## config.mk

```make
export PLATFORM = sky130hd
export DESIGN_NAME = cooked_line_editor_top
export DESIGN_NICKNAME = d
export VERILOG_FILES = /design/src/hw/rtl/cle_pkg.sv /design/src/hw/rtl/cle_line_ram.sv /design/src/hw/rtl/cle_seq.sv /design/src/hw/rtl/cle_out_reg.sv /design/src/hw/rtl/cooked_line_editor_top.sv
export VERILOG_INCLUDE_DIRS = /design/src /design/src/hw/rtl
export SDC_FILE = /design/constraint.sdc
export NUM_CORES = 1
export LEC_CHECK = 0
export ABC_AREA = 1
export ABC_CLOCK_PERIOD_IN_PS = 2500
export BUFFER_PORTS_ARGS = -buffer_cell sky130_fd_sc_hd__clkbuf_2
export CAP_MARGIN = 20
export CORE_AREA = 4 4 210 212
export DETAILED_ROUTE_END_ITERATION = 8
export DIE_AREA = 0 0 214 216
export GPL_ROUTABILITY_DRIVEN = 0
export GPL_TIMING_DRIVEN = 0
export PLACE_DENSITY_LB_ADDON = 0.12
export REMOVE_ABC_BUFFERS = 1
export SYNTH_ARGS = -nofsm -noshare
export SYNTH_HDL_FRONTEND = slang
export SYNTH_SLANG_ARGS = --single-unit
```

## constraint.sdc

```tcl
create_clock -name clk -period 2.5 [get_ports clk]
set_input_delay 0.125 -clock clk [delete_from_list [all_inputs] [get_ports clk]]
set_output_delay 0.125 -clock clk [all_outputs]
set_load 0.03 [all_outputs]
```

## src/hw/rtl/assert_macros.svh

```systemverilog
// Assertion helpers; the using module provides clk and rst_n.
`ifndef ASSERT_MACROS_SVH
`define ASSERT_MACROS_SVH

// Checked only while out of reset.
`define CLE_ASSERT(lbl, prop, msg) \
  lbl: assert property (@(posedge clk) disable iff (!rst_n) prop) else $error(msg);

// Checked on every edge, reset included.
`define CLE_ASSERT_RST(lbl, prop, msg) \
  lbl: assert property (@(posedge clk) prop) else $error(msg);

`endif

```

## src/hw/rtl/cle_pkg.sv

```systemverilog
package cle_pkg;

  localparam int LINE_LEN = 32;
  localparam int ADDR_W   = $clog2(LINE_LEN);
  localparam int FILL_W   = $clog2(LINE_LEN + 1);
  localparam int LIM_W    = 6;
  localparam int CFG_AW   = 3;
  localparam int CFG_DW   = 32;

  localparam logic [LIM_W-1:0] LIMIT_RST     = LIM_W'(32);
  localparam logic             REG_IDX_LIMIT = 1'b0;

  localparam logic [7:0] CH_EOF    = 8'd4;
  localparam logic [7:0] CH_BS     = 8'd8;
  localparam logic [7:0] CH_TAB    = 8'd9;
  localparam logic [7:0] CH_NL     = 8'd10;
  localparam logic [7:0] CH_KILL   = 8'd21;
  localparam logic [7:0] CH_WERASE = 8'd23;
  localparam logic [7:0] CH_SPACE  = 8'd32;
  localparam logic [7:0] CH_INTR   = 8'd127;

  typedef enum logic [1:0] {
    KIND_ECHO  = 2'd0,
    KIND_LINE  = 2'd1,
    KIND_EMPTY = 2'd2,
    KIND_INTR  = 2'd3
  } kind_t;

  typedef enum logic [3:0] {
    ST_IDLE,
    ST_ECHO,
    ST_BS,
    ST_KILL,
    ST_WRD,
    ST_WEMIT,
    ST_INTR,
    ST_EMPTY,
    ST_DRD,
    ST_DEMIT
  } state_t;

  typedef struct packed {
    kind_t      kind;
    logic [7:0] data;
    logic       last;
  } res_t;

  typedef struct packed {
    logic              wr_en;
    logic [ADDR_W-1:0] wr_addr;
    logic [7:0]        wr_data;
    logic              rd_en;
    logic [ADDR_W-1:0] rd_addr;
  } ram_req_t;

  typedef struct packed {
    logic              idle;
    logic [FILL_W-1:0] fill;
  } sts_t;

endpackage

```

## src/hw/rtl/cle_line_ram.sv

```systemverilog
module cle_line_ram
  import cle_pkg::*;
(
  input  logic       clk,
  input  ram_req_t   req,
  output logic [7:0] rd_data
);

  logic [7:0] mem [LINE_LEN];
  logic [7:0] rd_data_r;

  always_ff @(posedge clk) begin
    if (req.wr_en) begin
      mem[req.wr_addr] <= req.wr_data;
    end
  end

  always_ff @(posedge clk) begin
    if (req.rd_en) begin
      rd_data_r <= mem[req.rd_addr];
    end
  end

  assign rd_data = rd_data_r;

endmodule

```

## src/hw/rtl/cle_seq.sv

```systemverilog
module cle_seq
  import cle_pkg::*;
(
  input  logic             clk,
  input  logic             rst_n,
  input  logic             in_valid,
  input  logic [7:0]       in_byte,
  input  logic [LIM_W-1:0] limit,
  input  logic [7:0]       rd_data,
  input  logic             res_ready,
  output logic             res_valid,
  output res_t             res,
  output ram_req_t         ram_req,
  output sts_t             sts
);

  state_t            state_r, state_nxt;
  logic [7:0]        byte_r, byte_nxt;
  logic [FILL_W-1:0] fill_r, fill_nxt;
  logic [ADDR_W-1:0] idx_r, idx_nxt;

  logic [LIM_W-1:0]  eff_limit;
  logic              accept, fire, fill_zero, fill_one, room, dlv, stop, dlast;
  logic [FILL_W-1:0] fill_dec, fill_after;

  always_comb begin
    priority if (limit == '0) begin
      eff_limit = LIM_W'(1);
    end else if (limit > LIM_W'(LINE_LEN)) begin
      eff_limit = LIM_W'(LINE_LEN);
    end else begin
      eff_limit = limit;
    end
  end

  assign accept     = (state_r == ST_IDLE) && in_valid;
  assign fire       = res_valid && res_ready;
  assign fill_zero  = (fill_r == '0);
  assign fill_one   = (fill_r == FILL_W'(1));
  assign fill_dec   = fill_r - FILL_W'(1);
  assign room       = (fill_r < FILL_W'(LINE_LEN));
  assign fill_after = fill_r + FILL_W'(room);
  assign dlv        = (byte_r == CH_NL) || (fill_after >= FILL_W'(eff_limit));
  assign stop       = (rd_data == CH_SPACE) || (rd_data == CH_TAB) || fill_one;
  assign dlast      = (FILL_W'(idx_r) + FILL_W'(1)) == fill_r;

  // next state
  always_comb begin
    state_nxt = state_r;
    unique case (state_r)
      ST_IDLE: begin
        if (in_valid) begin
          unique case (in_byte)
            CH_EOF:    state_nxt = fill_zero ? ST_EMPTY : ST_DRD;
            CH_BS:     state_nxt = fill_zero ? ST_IDLE : ST_BS;
            CH_KILL:   state_nxt = fill_zero ? ST_IDLE : ST_KILL;
            CH_WERASE: state_nxt = fill_zero ? ST_IDLE : ST_WRD;
            CH_INTR:   state_nxt = ST_INTR;
            default:   state_nxt = ST_ECHO;
          endcase
        end
      end
      ST_ECHO:  if (fire) state_nxt = dlv ? ST_DRD : ST_IDLE;
      ST_BS:    if (fire) state_nxt = ST_IDLE;
      ST_KILL:  if (fire && fill_one) state_nxt = ST_IDLE;
      ST_WRD:   state_nxt = ST_WEMIT;
      ST_WEMIT: if (fire) state_nxt = stop ? ST_IDLE : ST_WRD;
      ST_INTR:  if (fire) state_nxt = ST_EMPTY;
      ST_EMPTY: if (fire) state_nxt = ST_IDLE;
      ST_DRD:   state_nxt = ST_DEMIT;
      ST_DEMIT: if (fire) state_nxt = dlast ? ST_IDLE : ST_DRD;
      default:  state_nxt = ST_IDLE;
    endcase
  end

  // outputs
  always_comb begin
    res_valid       = 1'b0;
    res.kind        = KIND_ECHO;
    res.data        = CH_BS;
    res.last        = 1'b1;
    ram_req.wr_en   = 1'b0;
    ram_req.wr_addr = fill_r[ADDR_W-1:0];
    ram_req.wr_data = byte_r;
    ram_req.rd_en   = 1'b0;
    ram_req.rd_addr = idx_r;
    unique case (state_r)
      ST_IDLE: ;
      ST_ECHO: begin
        res_valid     = 1'b1;
        res.data      = byte_r;
        res.last      = !dlv;
        ram_req.wr_en = fire && room;
      end
      ST_BS:   res_valid = 1'b1;
      ST_KILL: begin
        res_valid = 1'b1;
        res.last  = fill_one;
      end
      ST_WRD: begin
        ram_req.rd_en   = 1'b1;
        ram_req.rd_addr = fill_dec[ADDR_W-1:0];
      end
      ST_WEMIT: begin
        res_valid = 1'b1;
        res.last  = stop;
      end
      ST_INTR: begin
        res_valid = 1'b1;
        res.kind  = KIND_INTR;
        res.data  = '0;
        res.last  = 1'b0;
      end
      ST_EMPTY: begin
        res_valid = 1'b1;
        res.kind  = KIND_EMPTY;
        res.data  = '0;
      end
      ST_DRD:  ram_req.rd_en = 1'b1;
      ST_DEMIT: begin
        res_valid = 1'b1;
        res.kind  = KIND_LINE;
        res.data  = rd_data;
        res.last  = dlast;
      end
      default: ;
    endcase
  end

  // line bookkeeping
  always_comb begin
    byte_nxt = accept ? in_byte : byte_r;
    fill_nxt = fill_r;
    idx_nxt  = accept ? '0 : idx_r;
    if (fire) begin
      unique case (state_r)
        ST_ECHO:                     fill_nxt = fill_after;
        ST_BS, ST_KILL, ST_WEMIT:    fill_nxt = fill_dec;
        ST_INTR, ST_EMPTY:           fill_nxt = '0;
        ST_DEMIT: begin
          if (dlast) begin
            fill_nxt = '0;
          end else begin
            idx_nxt = idx_r + ADDR_W'(1);
          end
        end
        default: ;
      endcase
    end
  end

  always_ff @(posedge clk) begin
    if (!rst_n) begin
      state_r <= ST_IDLE;
      fill_r  <= '0;
    end else begin
      state_r <= state_nxt;
      fill_r  <= fill_nxt;
    end
  end

  always_ff @(posedge clk) begin
    byte_r <= byte_nxt;
    idx_r  <= idx_nxt;
  end

  assign sts.idle = (state_r == ST_IDLE);
  assign sts.fill = fill_r;

endmodule

```

## src/hw/rtl/cle_out_reg.sv

```systemverilog
module cle_out_reg
  import cle_pkg::*;
(
  input  logic clk,
  input  logic rst_n,
  input  logic res_valid,
  input  res_t res,
  output logic res_ready,
  output logic out_valid,
  input  logic out_ready,
  output res_t out_res
);

  logic valid_r, valid_nxt;
  res_t res_r, res_nxt;

  assign res_ready = !valid_r || out_ready;

  always_comb begin
    valid_nxt = valid_r;
    res_nxt   = res_r;
    if (res_valid && res_ready) begin
      valid_nxt = 1'b1;
      res_nxt   = res;
    end else if (out_ready) begin
      valid_nxt = 1'b0;
    end
  end

  always_ff @(posedge clk) begin
    if (!rst_n) begin
      valid_r <= 1'b0;
    end else begin
      valid_r <= valid_nxt;
    end
  end

  always_ff @(posedge clk) begin
    res_r <= res_nxt;
  end

  assign out_valid = valid_r;
  assign out_res   = res_r;

endmodule

```

## src/hw/rtl/cooked_line_editor_top.sv

```systemverilog
// Cooked line editor: canonical-mode console line discipline.
// Input: one raw console byte per transfer on in_valid/in_ready.
// Output: zero or more results per byte on out_valid/out_ready, each with
//   out_kind (echo, line byte, empty delivery, interrupt), out_byte and
//   out_last, which marks the final result of that input byte.
// Config: APB-style port, line_limit at address 0; pready is tied high.
// Sequencing: a byte is taken only while the sequencer is idle. Backspace
//   and kill give one echo per erased byte; word erase and line delivery
//   read the line RAM before each result. A plain byte's echo passes through
//   the sequencer state register and the output register to out_valid.
// Results pass through a one-entry output register, so a new byte can be
//   taken while the last result waits. A stall on out_ready holds the
//   sequencer on its current result; nothing is lost or repeated.
// Reset (rst_n, synchronous): empty line, no pending result, line_limit 32.
//   The line RAM is not cleared; only entries below the fill are read.
`include "assert_macros.svh"

module cooked_line_editor_top
  import cle_pkg::*;
(
  input  logic              clk,
  input  logic              rst_n,
  input  logic              in_valid,
  output logic              in_ready,
  input  logic [7:0]        in_byte,
  output logic              out_valid,
  input  logic              out_ready,
  output logic [1:0]        out_kind,
  output logic [7:0]        out_byte,
  output logic              out_last,
  input  logic              psel,
  input  logic              penable,
  input  logic              pwrite,
  input  logic [CFG_AW-1:0] paddr,
  input  logic [CFG_DW-1:0] pwdata,
  output logic [CFG_DW-1:0] prdata,
  output logic              pready
);

  logic [LIM_W-1:0] limit_r, limit_nxt;
  logic             limit_sel;
  logic [7:0]       rd_data;
  logic             res_valid, res_ready;
  res_t             res, out_res;
  ram_req_t         ram_req;
  sts_t             sts;

  assign pready    = 1'b1;
  assign limit_sel = (paddr[CFG_AW-1] == REG_IDX_LIMIT);

  always_comb begin
    limit_nxt = limit_r;
    if (psel && penable && pwrite && limit_sel) begin
      limit_nxt = pwdata[LIM_W-1:0];
    end
  end

  always_ff @(posedge clk) begin
    if (!rst_n) begin
      limit_r <= LIMIT_RST;
    end else begin
      limit_r <= limit_nxt;
    end
  end

  assign prdata = limit_sel ? CFG_DW'(limit_r) : '0;

  cle_seq u_seq (
    .clk       (clk),
    .rst_n     (rst_n),
    .in_valid  (in_valid),
    .in_byte   (in_byte),
    .limit     (limit_r),
    .rd_data   (rd_data),
    .res_ready (res_ready),
    .res_valid (res_valid),
    .res       (res),
    .ram_req   (ram_req),
    .sts       (sts)
  );

  cle_line_ram u_ram (
    .clk     (clk),
    .req     (ram_req),
    .rd_data (rd_data)
  );

  cle_out_reg u_out (
    .clk       (clk),
    .rst_n     (rst_n),
    .res_valid (res_valid),
    .res       (res),
    .res_ready (res_ready),
    .out_valid (out_valid),
    .out_ready (out_ready),
    .out_res   (out_res)
  );

  assign in_ready = sts.idle;
  assign out_kind = out_res.kind;
  assign out_byte = out_res.data;
  assign out_last = out_res.last;

  `CLE_ASSERT(a_fill_bound, sts.fill <= FILL_W'(LINE_LEN), "fill beyond line length")
  `CLE_ASSERT(a_idle_quiet, sts.idle |-> !res_valid, "result offered while idle")
  `CLE_ASSERT(a_kind_zero,
              out_valid && (out_kind == KIND_EMPTY || out_kind == KIND_INTR) |-> out_byte == '0,
              "non-zero byte on empty or interrupt result")
  `CLE_ASSERT_RST(a_rst_out, !rst_n |=> !out_valid, "output valid after reset")

endmodule

```

==> metrics.csv, run 1 <==
stage,metric,value,unit
detailed_routing,met1_length,19000,um
detailed_routing,wl,42600,um
critical_path,path_common_cell,nand2_1,
sta,worstMarginPinSlew,0.932,ns
critical_path,reg2reg_setup_slack,0.06,ns
job,drv_cap,0,
detailed_routing,route.met3.wl,2560,um
sta,max_freq,410,MHz
floorplanning,start_util,35.0,%
clock_tree,cts_inserted_buffers,36,
worst_hold_path,hold_depth,3,
logic_synthesis,synth.avg_cell_area,9.34,um2
logic_synthesis,ys_types,35,
layout,diodes,0,
sta,fin_tns_setup,0,ns
critical_path,timing.rr.end,u_ram.rd_data[3],
floorplanning,die_h,216,um
floorplanning,rows,75,
sta,rsz0062_at_grt,yes,
floorplanning,io_pins,96,
worst_hold_path,min_from,in_valid,
logic_synthesis,ys_top_cells_by_count,"nand2_1, inv_1, nand3_1",
floorplanning,die_w,214,um
logic_synthesis,synth_most_common_cell,nand2_1,
critical_path,reg2reg_depth,12,
layout,area_growth,25.0,%
logic_synthesis,syn_area,14700,um2
critical_path,cp_slowest_cell,dfxtp_2,
grt,grt_pass1_vias,10400,
critical_path,crit_family,simple AND/OR/NAND/NOR gates,
critical_path,crit_arrival,2.73,ns
logic_synthesis,synthFlopType,edfxtp_1,
run_status,outcome,completed,
grt,grt-ovfl-total,0,
clock_tree,clk_pin_slew_worst_paths,0.06,ns
clock_tree,htreeDepth,2,
clock_tree,cts_tree,yes,
worst_hold_path,holdPathEnd,u_seq.byte_r[5],
logic_synthesis,synth.area.top_cells,"edfxtp_1, nand3_1, nand2_1",
clock_tree,cts.sinks,305,
logic_synthesis,syn_inst,1573,
detailed_routing,vias_per_cell,4.83,
critical_path,path_max_fanout,32,
critical_path,critPathBufInv,4,
sta,period_share,97.7,%
floorplanning,die_area,46200,um2
logic_synthesis,synth_top_area_share,57.9,%
floorplanning,core_area,41900,um2
sta,final_hold_viol_count,0,
pwr,p_per_area,642,nW/um2
detailed_routing,wl_per_cell,18.8,um
placement,hpwlAfterDp,25600,um
detailed_routing,first_iter_violations,892,
grt,grt_usage,17.8,%
placement,numPortBuffers,40,
clock_tree,root_buffer,clkbuf_16,
pwr,max-vdd-ir-drop,0.484,mV
critical_path,cpPeakStageDelay,0.37,ns
sta,min_period,2.44,ns
detailed_routing,highest-signal-layer,met4,
sta,setup_viol,0,
detailed_routing,dr_wl_met2,20000,um
layout,final_nets,1761,
detailed_routing,firstDrtPassIters,5,
layout,fill_cells,3987,
pwr,p_leak,7.76,nW
detailed_routing,vias,10900,
logic_synthesis,yosysSeqAreaShare,60.9,%
grt,antenna_found_initial,0,
sta,slew_viol_final,0,
sta,slew_headroom,37.9,%
sta,clock_skew,0.0269,ns
detailed_routing,drc,0,
grt,grt_pass1_wl,63200,um
logic_synthesis,synth_edf_count,283,
grt,grt_max_degree,44,
critical_path,crit_chain,nor2_4 > inv_2 > nor2_4 > buf_4 > o21ai_4 > clkbuf_16 > clkinv_16 > nand3_1 > nand3_1 > nand2_1 > nand2_1 > nand2_1,
logic_synthesis,postSynth.asyncResetShare,0,%
logic_synthesis,ys.warnings.count,0,
clock_tree,ctsLongestPathBuffers,3,
pwr,power,11.8,mW
logic_synthesis,synth_top_area_cell,edfxtp_1,
detailed_routing,postRouteAntennaNets,0,
worst_hold_path,hold_path.class,input port to flop,
clock_tree,clk_latency,0.53,ns
critical_path,required,2.79,ns
logic_synthesis,ys_ff_latch,305,
layout,drive_gt1_share,15.1,%
critical_path,r2r-start,u_seq.state_r[1],
layout,final_core_util,43.7,%
critical_path,worstSetupPathType,flop to flop,
critical_path,cp-start-kind,flop,
critical_path,endpoint_kind,flop,
flip-flops by register name, indices dropped and copies added (netlist names):
signal / cells
limit_r: 6
u_seq.fill_r: 6
u_out.out_res: 11
u_seq.byte_r: 8
u_seq.state_r: 4
u_out.out_valid: 1
u_seq.idx_r: 5
u_ram.rd_data: 8
u_ram.mem: 256
where the power goes:
group,internal (mW),switching (mW)
combinational,0.252,0.521
sequential,5.67,0.0984
clock,3.13,2.11
total,9.05,2.73
worst max path at each step:
| stage | to | cells after the start | from | slack (ns) |
|---|---|---|---|---|
| 3_3_place_gp | u_ram.rd_data[3] | 11 | u_seq.state_r[2] | -4.99 |
| 6_report | u_ram.rd_data[3] | 12 | u_seq.state_r[1] | 0.06 |
| 4_1_cts | u_ram.mem[28][2] | 13 | u_seq.state_r[0] | 0.003 |
| 3_5_place_dp | u_ram.rd_data[1] | 12 | u_seq.state_r[0] | -1.14 |
| 2_1_floorplan | u_ram.rd_data[0] | 11 | u_seq.state_r[2] | -1.66 |
| 5_1_grt | u_seq.state_r[3] | 14 | u_seq.fill_r[5] | -0.07 |
metal layers:
layer | vias up | global-route usage [%]
met4 | 0 | 5.34
met3 | 61 | 2.48
li1 | 5322 | -
met1 | 5240 | 24.8
met5 | - | 0
met2 | 297 | 29.1
layout make-up:
class                           instances  area [um2]  area share [%]
Sequential cell                       305        8960            48.8
Multi-Input combinational cell        896        4730            25.8
Timing Repair Buffer                  135        1570            8.55
Inverter                              323        1250            6.83
Clock buffer                           44         952            5.19
Tap cell                              539         674            3.67
Clock inverter                         20         213            1.16
cell usage in the layout (no fill, tap or decap), types with 3 or more instances in the layout:
cell / instances
clkbuf_2: 40
xor2_1: 5
inv_1: 312
dfxtp_1: 14
clkbuf_1: 7
o21ai_0: 26
edfxtp_1: 283
nand2_4: 9
xor2_2: 3
nand4_1: 7
nand2_1: 346
nor2_1: 47
buf_16: 12
o21ai_4: 4
clkinv_1: 9
buf_4: 35
dlygate4sd3_1: 20
bufinv_16: 4
nor2_4: 37
inv_2: 5
nand2_8: 11
dfxtp_4: 3
nor3_1: 3
clkinvlp_4: 5
conb_1: 27
buf_12: 23
dfxtp_2: 5
a21oi_1: 21
clkbuf_16: 40
nor2_2: 3
ha_1: 14
nand3_4: 3
nand3_1: 313
nand2_2: 3
per-stage QoR:
stage | cell area, um2 | hold slack, ns | cells | setup slack [ns]
global placement | 15200 | 0.346 | 2095 | -4.99
global route | 18400 | 0.0271 | 2262 | -0.0672
CTS | 18100 | 0.0109 | 2237 | 0.00317
finish | 18400 | 0.0304 | 2262 | 0.0586
floorplan | 14300 | 0.224 | 1516 | -1.66
detailed placement | 15600 | 0.344 | 2109 | -1.14
logic make-up (layout without fill, tap and decap cells):
family	after synthesis	after routing	share of synthesized area [%]
AND/OR/NAND/NOR	779	787	23.8
buffers and inverters	405	522	11.3
flip-flops	305	305	60.9
AO/OA/AOI/OAI	60	60	2.30
adder cells (fa/ha/maj)	14	14	1.19
XOR/XNOR	8	8	0.477
other	2	27	0.0511
worst register-to-register path, stage by stage (launching register included):
cell	delay, ns
dfxtp_2	0.37
nor2_4	0.28
inv_2	0.09
nor2_4	0.24
buf_4	0.17
o21ai_4	0.08
clkbuf_16	0.19
clkinv_16	0.14
nand3_1	0.15
nand3_1	0.19
nand2_1	0.17
nand2_1	0.09
nand2_1	0.05
repair_timing:
item	CTS	global route
endpoints found under the hold margin	14	0
hold buffers	20	0
endpoints found under the setup margin	266	265
pin swaps	29	12
gates cloned	11	2
setup buffers	33	23
gates resized for setup	97	21
Power figures use the tool's default switching activity.
==> run 2: changes to the inputs <==
--- a/config.mk
+++ b/config.mk
@@ -15,6 +15,7 @@
 export DIE_AREA = 0 0 214 216
 export GPL_ROUTABILITY_DRIVEN = 0
 export GPL_TIMING_DRIVEN = 0
+export MAX_ROUTING_LAYER = met4
 export PLACE_DENSITY_LB_ADDON = 0.12
 export REMOVE_ABC_BUFFERS = 1
 export SYNTH_ARGS = -nofsm -noshare
==> run 2 against run 1 <==
Sequential cell count is the same. Clock skew down 0.0010 ns. Utilization fell by 0.057 points. Non-clock buffer count is 9 lower. Sequential power about the same. Final area fell by 0.13%. Critical path depth rose by 2. First-iteration DRC count fell by 9.2%. Worst setup slack got worse by 0.016 ns. Power is essentially flat. Wire length decreased by 0.52%.
==> metrics.csv, run 2 (synthesis results as in run 1) <==
stage,metric,value,unit,change
critical_path,cp_slowest_cell,dfxtp_4,,was dfxtp_2
pwr,p_switching,2.73,mW,about the same
pwr,max-vdd-ir-drop,0.485,mV,was 0.484 mV
detailed_routing,wl,42400,um,was 42600 um
floorplanning,start_util,35.0,%,unchanged
layout,diodes,0,,unchanged
grt,busiest_layer,met2,,unchanged
grt,use_met3,2.48,%,unchanged
layout,stdcell_count,2253,,was 2262
layout,multiInputGateArea,4730,um2,unchanged
floorplanning,core_area,41900,um2,unchanged
critical_path,required,2.73,ns,was 2.79 ns
critical_path,crit_family,simple AND/OR/NAND/NOR gates,,unchanged
layout,regArea,8960,um2,about the same
clock_tree,htreeDepth,2,,unchanged
layout,largest_reg_flops,256,,unchanged
grt,antenna_found_initial,0,,unchanged
pwr,p_leak,7.73,nW,was 7.76 nW
detailed_routing,vias_per_cell,4.83,,about the same
critical_path,worstSetupPathType,flop to flop,,unchanged
critical_path,crit_chain,inv_2 > nor2_4 > nand3_4 > clkinv_4 > nor2_1 > nand2_2 > nor2_4 > nor2_8 > nand2_4 > nor2_8 > buf_12 > nand2_8 > nor2_4 > buf_12,,was nor2_4 > inv_2 > nor2_4 > buf_4 > o21ai_4 > clkbuf_16 > clkinv_16 > nand3_1 > nand3_1 > nand2_1 > nand2_1 > nand2_1
critical_path,reg2reg_setup_slack,0.04,ns,was 0.06 ns
floorplanning,die_area,46200,um2,unchanged
detailed_routing,firstDrtPassIters,5,,unchanged
critical_path,cpPeakStageDelay,0.40,ns,was 0.37 ns
worst_hold_path,hold_depth,3,,unchanged
critical_path,cp-start-kind,flop,,unchanged
layout,regMostFlops,u_ram.mem,,unchanged
placement,numPortBuffers,40,,unchanged
sta,clock_skew,0.0259,ns,was 0.0269 ns
sta,min_period,2.46,ns,was 2.44 ns
floorplanning,die_w,214,um,unchanged
floorplanning,rows,75,,unchanged
sta,worstMarginPinSlew,0.916,ns,was 0.932 ns
detailed_routing,drc,0,,unchanged
grt,gr-usage-met2,29.1,%,about the same
layout,area_growth,24.8,%,was 25.0%
critical_path,path_common_cell,nor2_4,,was nand2_1
detailed_routing,wl_per_cell,18.8,um,about the same
layout,layout_common_cells,"nand2_1, nand3_1, inv_1, edfxtp_1, nor2_1",,unchanged
grt,grt_max_degree,44,,unchanged
clock_tree,cts_tree,yes,,unchanged
pwr,internal_power,9.06,mW,was 9.05 mW
sta,slew_headroom,38.9,%,was 37.9%
sta,fin_tns_setup,0,ns,unchanged
sta,rsz0062_at_grt,yes,,unchanged
sta,max_freq,407,MHz,was 410 MHz
detailed_routing,postRouteAntennaNets,0,,unchanged
clock_tree,clk_latency,0.53,ns,about the same
floorplanning,die_h,216,um,unchanged
run_status,outcome,completed,,unchanged
clock_tree,ctsLongestPathBuffers,3,,unchanged
detailed_routing,first_iter_violations,810,,was 892
pwr,p_sw_share,23.1,%,about the same
critical_path,crit_arrival,2.69,ns,was 2.73 ns
layout,final_core_util,43.7,%,about the same
worst_hold_path,hold_path.class,input port to flop,,unchanged
pwr,power,11.8,mW,about the same
sta,period_share,98.3,%,was 97.7%
sta,final_hold_viol_count,0,,unchanged
critical_path,path_max_fanout,8,,was 32
worst_hold_path,min_from,in_valid,,unchanged
critical_path,endpoint_kind,flop,,unchanged
job,drv_cap,0,,unchanged
critical_path,critPathBufInv,4,,unchanged
placement,dp.cells,2109,,unchanged
layout,layout_commonest_cell,nand2_1,,unchanged
layout,drive_gt1_share,14.6,%,was 15.1%
pwr,p_per_area,643,nW/um2,was 642 nW/um2
pwr,power_frac_comb,6.6,%,about the same
grt,grt-ovfl-total,0,,unchanged
layout,final_nets,1752,,was 1761
critical_path,path_depth,14,,was 12
worst_hold_path,holdPathEnd,u_seq.byte_r[5],,unchanged
critical_path,r2r-start,u_seq.state_r[0],,was u_seq.state_r[1]
critical_path,reg2reg_depth,14,,was 12
clock_tree,clk_pin_slew_worst_paths,0.06,ns,about the same
critical_path,timing.rr.end,u_ram.mem[31][3],,was u_ram.rd_data[3]
sta,fin_hold_ws,0.0290,ns,was 0.0304 ns
sta,setup_viol,0,,unchanged
placement,hpwlAfterDp,25600,um,unchanged
floorplanning,io_pins,96,,unchanged
clock_tree,root_buffer,clkbuf_16,,unchanged
clock_tree,cts_inserted_buffers,36,,unchanged
layout,fill_cells,3986,,was 3987
pwr,p_seq_share,48.9,%,was 49.0%
grt,grt_pass1_vias,10300,,was 10400
sta,slew_viol_final,0,,unchanged
grt,grt_usage,18.4,%,was 17.8%
grt,grt_use_met1,24.9,%,was 24.8%
detailed_routing,vias,10900,,about the same
pwr,clock_power_share,44.5,%,about the same
grt,grt_pass1_wl,63200,um,unchanged
clock_tree,cts.sinks,305,,unchanged
==> run 2: cell count changes in the layout (fill, tap and decap cells not counted), sizes merged <==
| cell | delta |
|---|---|
| clkinv | +1 |
| inv | -1 |
| clkbuf | -2 |
| buf | -7 |
==> run 2: worst max path at each step <==
stage | start | endpoint | slack (ns)
6_report | u_seq.state_r[0] | u_ram.mem[31][3] | 0.04
5_1_grt | u_seq.state_r[0] | u_ram.mem[31][7] | -0.07
4_1_cts | u_seq.state_r[0] | u_ram.mem[28][2] | 0.003
3_5_place_dp | u_seq.state_r[0] | u_ram.rd_data[1] | -1.14
3_3_place_gp | u_seq.state_r[2] | u_ram.rd_data[3] | -4.99
2_1_floorplan | u_seq.state_r[2] | u_ram.rd_data[0] | -1.66
==> run 2: layer usage <==
| layer | share of wire [%] | wire [um] |
|---|---|---|
| met1 | 45 | 19100 |
| met2 | 47 | 19800 |
| met3 | 5.5 | 2320 |
| met4 | 2.6 | 1090 |
| met5 | 0 | 0 |
==> run 2: power by group through the flow <==
stage | Combinational, mW | Sequential (mW) | Clock (mW)
after floorplan | 0.337 | 5.89 | 0
after global placement | 0.527 | 5.94 | 0
after detailed placement | 0.658 | 5.88 | 0
after CTS | 0.742 | 5.77 | 5.38
after global routing | 0.844 | 5.77 | 5.58
final | 0.776 | 5.77 | 5.24
==> run 2: layout make-up <==
class | count | area share [%]
multi-input cells | 896 | 25.8
clock buffers | 44 | 5.20
repair buffers | 126 | 8.43
well taps | 539 | 3.68
flip-flops and latches | 305 | 48.9
inverters | 323 | 6.83
clock inverters | 20 | 1.16
==> run 2: timing repair <==
action | in CTS | in global routing
setup buffers | 33 | 14
endpoints found under the hold margin | 14 | 0
pin swaps | 29 | 11
resized for setup | 97 | 21
hold buffers | 20 | 0
endpoints found under the setup margin | 266 | 265
gates cloned | 11 | 2
==> run 2: worst min-delay path: cells and delay by family <==
| family | cells | cell delay, ns |
|---|---|---|
| simple gates | 1 | 0.10 |
| buf+inv | 2 | 0.15 |
==> run 2: metrics by stage <==
step           worst slack [ns]  instance area [um2]
3_3_place_gp              -4.99                15200
5_1_grt                 -0.0682                18300
3_5_place_dp              -1.14                15600
2_1_floorplan             -1.66                14300
4_1_cts                 0.00317                18100
6_report                 0.0423                18300
